`config.mk`:
```
export PLATFORM = sky130hd
export DESIGN_NAME = porter_duff_pixel_compositor_top
export DESIGN_NICKNAME = d
export VERILOG_FILES = /design/src/rtl/core/pdc_pkg.sv /design/src/rtl/core/porter_duff_pixel_compositor_top.sv
export SDC_FILE = /design/constraint.sdc
export NUM_CORES = 2
export LEC_CHECK = 0
export ABC_CLOCK_PERIOD_IN_PS = 20600
export BUFFER_PORTS_ARGS = -buffer_cell sky130_fd_sc_hd__buf_2
export CORE_AREA = 2 2 380 382
export CTS_CLUSTER_DIAMETER = 40
export DETAILED_ROUTE_END_ITERATION = 8
export DIE_AREA = 0 0 382 384
export SLEW_MARGIN = 20
export SYNTH_ARGS = -nofsm -noshare
export SYNTH_HDL_FRONTEND = slang
export SYNTH_SLANG_ARGS = --single-unit
```
`constraint.sdc`:
```
create_clock -name clk -period 20.6 [get_ports clk]
set_clock_uncertainty 0.05 [all_clocks]
set_input_delay 0 -clock clk [delete_from_list [all_inputs] [get_ports clk]]
set_output_delay 0 -clock clk [all_outputs]
set_load 0.02 [all_outputs]
```
`src/rtl/core/pdc_pkg.sv`:
```
// pdc_pkg: shared types, constants and lane arithmetic for the Porter-Duff compositor
// holds the composition mode codes and the rounded byte multiply helpers
// no dependencies
package pdc_pkg;

	localparam int LANES  = 4;
	localparam int BYTE_W = 8;
	localparam int LANE_W = 16;
	localparam int MODE_W = 4;

	localparam logic [LANE_W-1:0] ROUND_BIAS = 16'h0080;
	localparam logic [LANE_W-1:0] LANE_MAX   = 16'hffff;
	localparam logic [BYTE_W-1:0] BYTE_FULL  = 8'hff;

	typedef logic [LANES-1:0][BYTE_W-1:0] pixel_t;

	// composition mode codes, 12 to 15 behave as destination
	typedef enum logic [MODE_W-1:0] {
		MODE_SRC_OVER  = 4'd0,
		MODE_DST_OVER  = 4'd1,
		MODE_CLEAR     = 4'd2,
		MODE_SOURCE    = 4'd3,
		MODE_DEST      = 4'd4,
		MODE_SRC_IN    = 4'd5,
		MODE_DST_IN    = 4'd6,
		MODE_SRC_OUT   = 4'd7,
		MODE_DST_OUT   = 4'd8,
		MODE_SRC_ATOP  = 4'd9,
		MODE_DST_ATOP  = 4'd10,
		MODE_XOR       = 4'd11
	} comp_mode_t;

	// 16-bit add saturating at all ones
	function automatic logic [LANE_W-1:0] sat_add16(input logic [LANE_W-1:0] a,
			input logic [LANE_W-1:0] b);
		logic [LANE_W:0] s;
		s = {1'b0, a} + {1'b0, b};
		return s[LANE_W] ? LANE_MAX : s[LANE_W-1:0];
	endfunction

	// (t + 0x80, then t + (t >> 8)) >> 8 with saturating adds
	function automatic logic [BYTE_W-1:0] lane_round(input logic [LANE_W-1:0] t);
		logic [LANE_W-1:0] r1;
		logic [LANE_W-1:0] r2;
		r1 = sat_add16(t, ROUND_BIAS);
		r2 = sat_add16(r1, {{BYTE_W{1'b0}}, r1[LANE_W-1:BYTE_W]});
		return r2[LANE_W-1:BYTE_W];
	endfunction

	// rounded byte multiply, the product of two bytes never wraps
	function automatic logic [BYTE_W-1:0] bmul8(input logic [BYTE_W-1:0] a,
			input logic [BYTE_W-1:0] b);
		logic [LANE_W-1:0] p;
		p = {{BYTE_W{1'b0}}, a} * {{BYTE_W{1'b0}}, b};
		return lane_round(p);
	endfunction

endpackage

```
`src/rtl/core/porter_duff_pixel_compositor_top.sv`:
```
// porter_duff_pixel_compositor_top: premultiplied ARGB32 Porter-Duff compositor
// depends on pdc_pkg for mode codes and rounded byte multiply helpers

// One pixel per clock while pix_stall is low, fully pipelined: an accepted item
// passes the stage registers and the output register to res_valid. The stages
// are the coverage scaling of source color and alphas, operand selection per
// mode, two lane multiplies, sum and rounding, then the final saturating add
// and clamp into the output register. A one-entry skid register behind the
// output absorbs the item in flight when res_stall rises, so pix_stall is a
// register and never follows res_stall in the same cycle. The user must write
// composition_mode through cfg_we/cfg_data only while the block is idle; the
// block does not enforce it; codes 12 to 15 pass dest_pixel through unchanged.
module porter_duff_pixel_compositor_top (
	input  logic        clk,
	input  logic        arst_n,
	// configuration
	input  logic        cfg_we,
	input  logic [3:0]  cfg_data,
	// pixel input channel
	input  logic        pix_valid,
	output logic        pix_stall,
	input  logic [31:0] src_pixel,
	input  logic [31:0] dest_pixel,
	input  logic [7:0]  coverage,
	input  logic        span_end,
	// result channel
	output logic        res_valid,
	input  logic        res_stall,
	output logic [31:0] result_pixel,
	output logic        span_end_out
);

	localparam int L = pdc_pkg::LANES;
	localparam int B = pdc_pkg::BYTE_W;
	localparam int W = pdc_pkg::LANE_W;

	pdc_pkg::comp_mode_t composition_mode_q;

	logic en;

	// stage 1: source scaled by coverage
	logic             vld_s1;
	logic             span_s1;
	pdc_pkg::pixel_t  s_s1, d_s1, ss_s1;
	logic [B-1:0]     ssa_s1, ca_s1, da_ca_s1, nda_ca_s1, nsa_ca_s1;
	logic             full_s1;

	// stage 2: operands of the final multiply-add
	logic                    vld_s2;
	logic                    span_s2;
	logic [L-1:0][B-1:0]     x_s2, y_s2, e_s2;
	logic [L-1:0][B:0]       a_s2, b_s2;
	logic [L-1:0][B-1:0]     x_c, y_c, e_c;
	logic [L-1:0][B:0]       a_c, b_c;

	// stage 3: lane products
	logic                    vld_s3;
	logic                    span_s3;
	logic [L-1:0][W-1:0]     p1_s3, p2_s3;
	logic [L-1:0][B-1:0]     e_s3;
	logic [L-1:0][W-1:0]     p1_c, p2_c;

	// stage 4: rounded blend
	logic                    vld_s4;
	logic                    span_s4;
	logic [L-1:0][B-1:0]     r_s4, e_s4;
	logic [L-1:0][B-1:0]     r_c;

	// output and skid
	logic                    out_vld_q, skid_vld_q;
	logic [31:0]             out_pix_q, skid_pix_q;
	logic                    out_span_q, skid_span_q;
	logic [31:0]             fin_c;
	logic                    load_out;

	// mode register
	always_ff @(posedge clk or negedge arst_n) begin
		if (!arst_n) begin
			composition_mode_q <= pdc_pkg::MODE_SRC_OVER;
		end else if (cfg_we) begin
			composition_mode_q <= pdc_pkg::comp_mode_t'(cfg_data);
		end
	end

	// pipeline moves whenever the skid register is empty
	assign en        = !skid_vld_q;
	assign pix_stall = skid_vld_q;

	// valid bits
	always_ff @(posedge clk or negedge arst_n) begin
		if (!arst_n) begin
			vld_s1 <= 1'b0;
			vld_s2 <= 1'b0;
			vld_s3 <= 1'b0;
			vld_s4 <= 1'b0;
		end else if (en) begin
			vld_s1 <= pix_valid;
			vld_s2 <= vld_s1;
			vld_s3 <= vld_s2;
			vld_s4 <= vld_s3;
		end
	end

	// stage 1 payload: coverage products
	always_ff @(posedge clk) begin
		if (en) begin
			logic full;
			full = (coverage == pdc_pkg::BYTE_FULL);
			span_s1   <= span_end;
			s_s1      <= src_pixel;
			d_s1      <= dest_pixel;
			ca_s1     <= coverage;
			full_s1   <= full;
			for (int l = 0; l < L; l++) begin
				ss_s1[l] <= full ? src_pixel[l*B +: B]
					: pdc_pkg::bmul8(src_pixel[l*B +: B], coverage);
			end
			ssa_s1    <= full ? src_pixel[31:24]
				: pdc_pkg::bmul8(src_pixel[31:24], coverage);
			da_ca_s1  <= pdc_pkg::bmul8(dest_pixel[31:24], coverage);
			nda_ca_s1 <= pdc_pkg::bmul8(~dest_pixel[31:24], coverage);
			nsa_ca_s1 <= pdc_pkg::bmul8(~src_pixel[31:24], coverage);
		end
	end

	// stage 2 logic: operand selection per mode, result is round(x*a + y*b) + e
	always_comb begin
		logic [B-1:0] sa, da, cia, nda, nsa, nssa;
		sa   = s_s1[L-1];
		da   = d_s1[L-1];
		cia  = ~ca_s1;
		nda  = ~da;
		nsa  = ~sa;
		nssa = ~ssa_s1;
		for (int l = 0; l < L; l++) begin
			x_c[l] = '0;
			a_c[l] = '0;
			y_c[l] = '0;
			b_c[l] = '0;
			e_c[l] = '0;
			case (composition_mode_q)
				pdc_pkg::MODE_SRC_OVER: begin
					e_c[l] = ss_s1[l];
					x_c[l] = d_s1[l];
					a_c[l] = {1'b0, nssa};
				end
				pdc_pkg::MODE_DST_OVER: begin
					e_c[l] = d_s1[l];
					x_c[l] = s_s1[l];
					a_c[l] = {1'b0, full_s1 ? nda : nda_ca_s1};
				end
				pdc_pkg::MODE_CLEAR: begin
					x_c[l] = d_s1[l];
					a_c[l] = {1'b0, cia};
				end
				pdc_pkg::MODE_SOURCE: begin
					if (full_s1) begin
						e_c[l] = s_s1[l];
					end else begin
						x_c[l] = s_s1[l];
						a_c[l] = {1'b0, ca_s1};
						y_c[l] = d_s1[l];
						b_c[l] = {1'b0, cia};
					end
				end
				pdc_pkg::MODE_SRC_IN: begin
					x_c[l] = s_s1[l];
					if (full_s1) begin
						a_c[l] = {1'b0, da};
					end else begin
						a_c[l] = {1'b0, da_ca_s1};
						y_c[l] = d_s1[l];
						b_c[l] = {1'b0, cia};
					end
				end
				pdc_pkg::MODE_DST_IN: begin
					x_c[l] = d_s1[l];
					a_c[l] = full_s1 ? {1'b0, sa} : {1'b0, ssa_s1} + {1'b0, cia};
				end
				pdc_pkg::MODE_SRC_OUT: begin
					x_c[l] = s_s1[l];
					if (full_s1) begin
						a_c[l] = {1'b0, nda};
					end else begin
						a_c[l] = {1'b0, nda_ca_s1};
						y_c[l] = d_s1[l];
						b_c[l] = {1'b0, cia};
					end
				end
				pdc_pkg::MODE_DST_OUT: begin
					x_c[l] = d_s1[l];
					a_c[l] = full_s1 ? {1'b0, nsa} : {1'b0, nsa_ca_s1} + {1'b0, cia};
				end
				pdc_pkg::MODE_SRC_ATOP: begin
					x_c[l] = ss_s1[l];
					a_c[l] = {1'b0, da};
					y_c[l] = d_s1[l];
					b_c[l] = {1'b0, nssa};
				end
				pdc_pkg::MODE_DST_ATOP: begin
					if (full_s1) begin
						x_c[l] = d_s1[l];
						a_c[l] = {1'b0, sa};
						y_c[l] = s_s1[l];
						b_c[l] = {1'b0, nda};
					end else begin
						x_c[l] = ss_s1[l];
						a_c[l] = {1'b0, nda};
						y_c[l] = d_s1[l];
						b_c[l] = {1'b0, ssa_s1} + {1'b0, cia};
					end
				end
				pdc_pkg::MODE_XOR: begin
					x_c[l] = ss_s1[l];
					a_c[l] = {1'b0, nda};
					y_c[l] = d_s1[l];
					b_c[l] = {1'b0, nssa};
				end
				default: begin
					// destination and unused codes pass the pixel through
					e_c[l] = d_s1[l];
				end
			endcase
		end
	end

	// stage 2 payload
	always_ff @(posedge clk) begin
		if (en) begin
			span_s2 <= span_s1;
			x_s2    <= x_c;
			a_s2    <= a_c;
			y_s2    <= y_c;
			b_s2    <= b_c;
			e_s2    <= e_c;
		end
	end

	// stage 3 logic: lane products keep their low 16 bits
	always_comb begin
		logic [W:0] m1, m2;
		for (int l = 0; l < L; l++) begin
			m1 = {{(W-B+1){1'b0}}, x_s2[l]} * {{(W-B){1'b0}}, a_s2[l]};
			m2 = {{(W-B+1){1'b0}}, y_s2[l]} * {{(W-B){1'b0}}, b_s2[l]};
			p1_c[l] = m1[W-1:0];
			p2_c[l] = m2[W-1:0];
		end
	end

	always_ff @(posedge clk) begin
		if (en) begin
			span_s3 <= span_s2;
			p1_s3   <= p1_c;
			p2_s3   <= p2_c;
			e_s3    <= e_s2;
		end
	end

	// stage 4 logic: saturating sum and rounding
	always_comb begin
		for (int l = 0; l < L; l++) begin
			r_c[l] = pdc_pkg::lane_round(pdc_pkg::sat_add16(p1_s3[l], p2_s3[l]));
		end
	end

	always_ff @(posedge clk) begin
		if (en) begin
			span_s4 <= span_s3;
			r_s4    <= r_c;
			e_s4    <= e_s3;
		end
	end

	// final add and clamp to a byte per channel
	always_comb begin
		logic [B:0] sum;
		for (int l = 0; l < L; l++) begin
			sum = {1'b0, r_s4[l]} + {1'b0, e_s4[l]};
			fin_c[l*B +: B] = sum[B] ? pdc_pkg::BYTE_FULL : sum[B-1:0];
		end
	end

	// output register loads when empty or being taken
	assign load_out = !out_vld_q || !res_stall;

	always_ff @(posedge clk or negedge arst_n) begin
		if (!arst_n) begin
			out_vld_q  <= 1'b0;
			skid_vld_q <= 1'b0;
		end else if (load_out) begin
			if (skid_vld_q) begin
				out_vld_q  <= 1'b1;
				skid_vld_q <= 1'b0;
			end else begin
				out_vld_q  <= vld_s4;
			end
		end else if (vld_s4 && en) begin
			skid_vld_q <= 1'b1;
		end
	end

	always_ff @(posedge clk) begin
		if (load_out) begin
			out_pix_q  <= skid_vld_q ? skid_pix_q : fin_c;
			out_span_q <= skid_vld_q ? skid_span_q : span_s4;
		end else if (en) begin
			skid_pix_q  <= fin_c;
			skid_span_q <= span_s4;
		end
	end

	assign res_valid    = out_vld_q;
	assign result_pixel = out_pix_q;
	assign span_end_out = out_span_q;

endmodule

```
==> impl_results.md <==
* Vias in the first global route at 47,800
* Asr flop ratio synth at 1.83%
* Hold_ws at around 60 ps
* Initial core utilization at 44.8%
* Final min period at around 7600 ps
* Most used DFF post-synth: edfxtp_1
* Crit path max fanout at 59
* Post-route ant nets at 0
* Post-DR vias/cell at 5.44
* Yosys top cell by area: edfxtp_1
* Post-route DRC at 7
* Setup-failing EPs final at 0
* Fraction of layout cells with a size suffix above 1 at 6.41%
* Max stage delay on crit path at 590 ps
* Final Hold Vio Count at 0
* Post-DP Area at ~0.066 sq mm
* Core area at 0.143 sq mm
* Area growth from synthesis to layout at 10.2%
* Remaining Overflow, GRT at 0
* GPL Wtd Cong at 0.898
* First DRT Iteration DRCs at between 3,000 and 4,000
* R2R setup slack at about 15,000 ps
* Gr usage total at around 22%
* Sequential area share after synthesis at 25.6%
* Avg WL per Cell at roughly 18 microns
* Slew headroom at 31.6%
* CTS Root Cell: clkbuf_16
* Clock Path Buffers at 3
* Hpwl dp at 122,000 microns
* Cells after Synth at 6,631
* Syn nets at 8,084
* Max-slew violation count at 0
* Top delay family on crit path: adder cells
* Total number of vias at between 40,000 and 50,000
* Critical path's slowest cell: buf_4
* TNS Setup at 0 ps
* CP endpoint kind: flip-flop
* Synth Warn # at 0
* Number of antenna violations at the first check in global routing at 12
* Post-cts sizing count at 0
* Area of the die at between 0.1 and 0.15 sq mm
* Finished Cell Area at roughly 0.070 sq mm
* Post-synth EDFFs at 537
* Die Wd at 382 microns
* Failing checks: design-rule violations
* Clk_lat worst skew at a little under 700 ps
* Nets at 8,192
* Worst-Margin Slew at 1030 ps
* Clock Pin Slew Worst Setup and Hold Paths at about 60 ps
* Synth Cell Area at around 0.064 sq mm
* Num CTS Buffers at between 90 and 100
* Number of synthesized register bits at approximately 550
* Max-cap check violation count at 0
* Fin util at between 40 and 50%
* Worst Setup Path Type: primary input to flip-flop
* RSZ-0062 raised after global routing: no
* Largest net degree at the start of global routing at 128
* Avg Inst Size Synth at 9.64 sq um
* Synth top area share at 25.2%
* Critical Path AT at 8090 ps
* Commonest cells in the netlist: 993 x inv_1, 774 x ha_1, 637 x nand2_1
* Crit path launch type: primary input
* Hold WC Path Type: primary input to flip-flop
* Buf/Inv on CP at 8
* Pre-antenna DRT Iters at 9
* Most frequent cell after synthesis: inv_1
* PortBufs at 116
* Std cell rows at 139
* Total clock sinks at 547
* Synth top area cells: edfxtp_1 25%, fa_1 19%, ha_1 15%, inv_1 5.8%, and2_1 5.6%
* Fmax at 0.131 GHz
* Status: finished with violations
* Final Cycle Share at 37.1%
* Global-route wire length before repair at approximately 260,000 microns
* Synth cell types at 118
* CTS H-tree lvls at 3
* I/O pin cnt at 117
* Routed wire length at about 160,000 microns
* DIE HEIGHT at 384 microns
* CTS tree: yes
* Worst EP required at 21,050 ps
==> layer usage <==
metal	track usage, %	up-vias	share of wire [%]
met5	0	-	0.0081
met4	5.38	2	2.0
met3	2.70	225	5.3
met2	35.3	1199	45
met1	32.0	23400	48
li1	-	22600	-
==> cells in the final DEF, fill, tap and decap left out, types with 74 or more instances in the layout <==
cell type      instances
a21oi_1              272
edfxtp_1             537
a21o_1               102
fa_1                 597
inv_1                992
o21ai_0              217
nand2_1              636
dlygate4sd3_1         90
ha_1                 774
xor2_1                74
buf_2                116
and2_1               573
nor2_1               224
xnor2_1              195
nor2b_1              143
clkbuf_16             91
nand2b_1             127
==> worst paths after layout <==
kind                       cells after the start          start                    end
max                                           33    coverage[0]               ss_s1[8]
min                                            2  dest_pixel[0]                d_s1[0]
max reg2reg                                   21      p2_s3[32]               r_s4[23]
min reg2reg                                    0        e_s3[7]                e_s4[7]
max in group asynchronous                      3         arst_n  composition_mode_q[1]
min in group asynchronous                      3         arst_n                 vld_s2
==> final cells by class <==
class | instances | area, sq um
timing repair buffer | 258 | 1880
inverter | 993 | 3730
fill | 13200 | 72300
sequential | 547 | 16400
multi-input combinational | 4848 | 42900
tap | 1903 | 2380
clock inverter | 69 | 837
clock buffer | 100 | 2310
antenna | 4 | 10.0
==> worst register-to-register path, stage by stage, from the launching register on <==
cell       delay [ps]
edfxtp_1          360
ha_1              190
inv_1              60
fa_1              400
nand2b_1          180
a21oi_1           360
o211a_1           290
a2111oi_0         150
or2_1             330
o41ai_2           670
nand2_1           470
o21ai_0           280
ha_1              310
a21o_1            160
a21oi_1           140
nor2b_1            60
o21ai_0           140
nand2b_1           70
a221oi_1          240
o31ai_1           190
a21o_1            300
a31o_2            280
==> kinds of logic (layout without fill, tap and decap cells) <==
group / count (synthesis) / count (layout) / share of synthesized area [%]
buffers and inverters: 1236 / 1420 / 7.29
muxes: 35 / 35 / 0.585
DFF: 547 / 547 / 25.6
xor gates and xnor gates: 270 / 270 / 3.71
and+or+nand+nor: 2012 / 2012 / 16.4
AOI/OAI and AO/OA: 1160 / 1160 / 12.6
adders and majority gates: 1371 / 1371 / 33.8
other: 0 / 4 / 0
==> through the flow <==
stage / cells / setup WS [ps]
after global routing: 8720 / 12450
after CTS: 8718 / 13000
after floorplan: 6631 / 5370
after global placement: 8459 / 12920
after detailed placement: 8459 / 12750
final: 8722 / 12960
==> flip-flops by register name, summed over array words and instances (netlist names), 32 cells and up <==
name and count:
d_s1 32, e_s2 32, e_s3 32, e_s4 32, p1_s3 64, p2_s3 64, r_s4 32, result_pixel 32
s_s1 32, skid_pix_q 32, x_s2 32, y_s2 32
==> timing repair <==
item | in CTS | in global routing
hold endpoints to repair | 151 | 0
hold buffers | 90 | 0
buffers inserted | 0 | 0
Power is left out: the tool's default activity adds up to more than one toggle a clock period on the data nets, which glitch-free logic cannot reach.
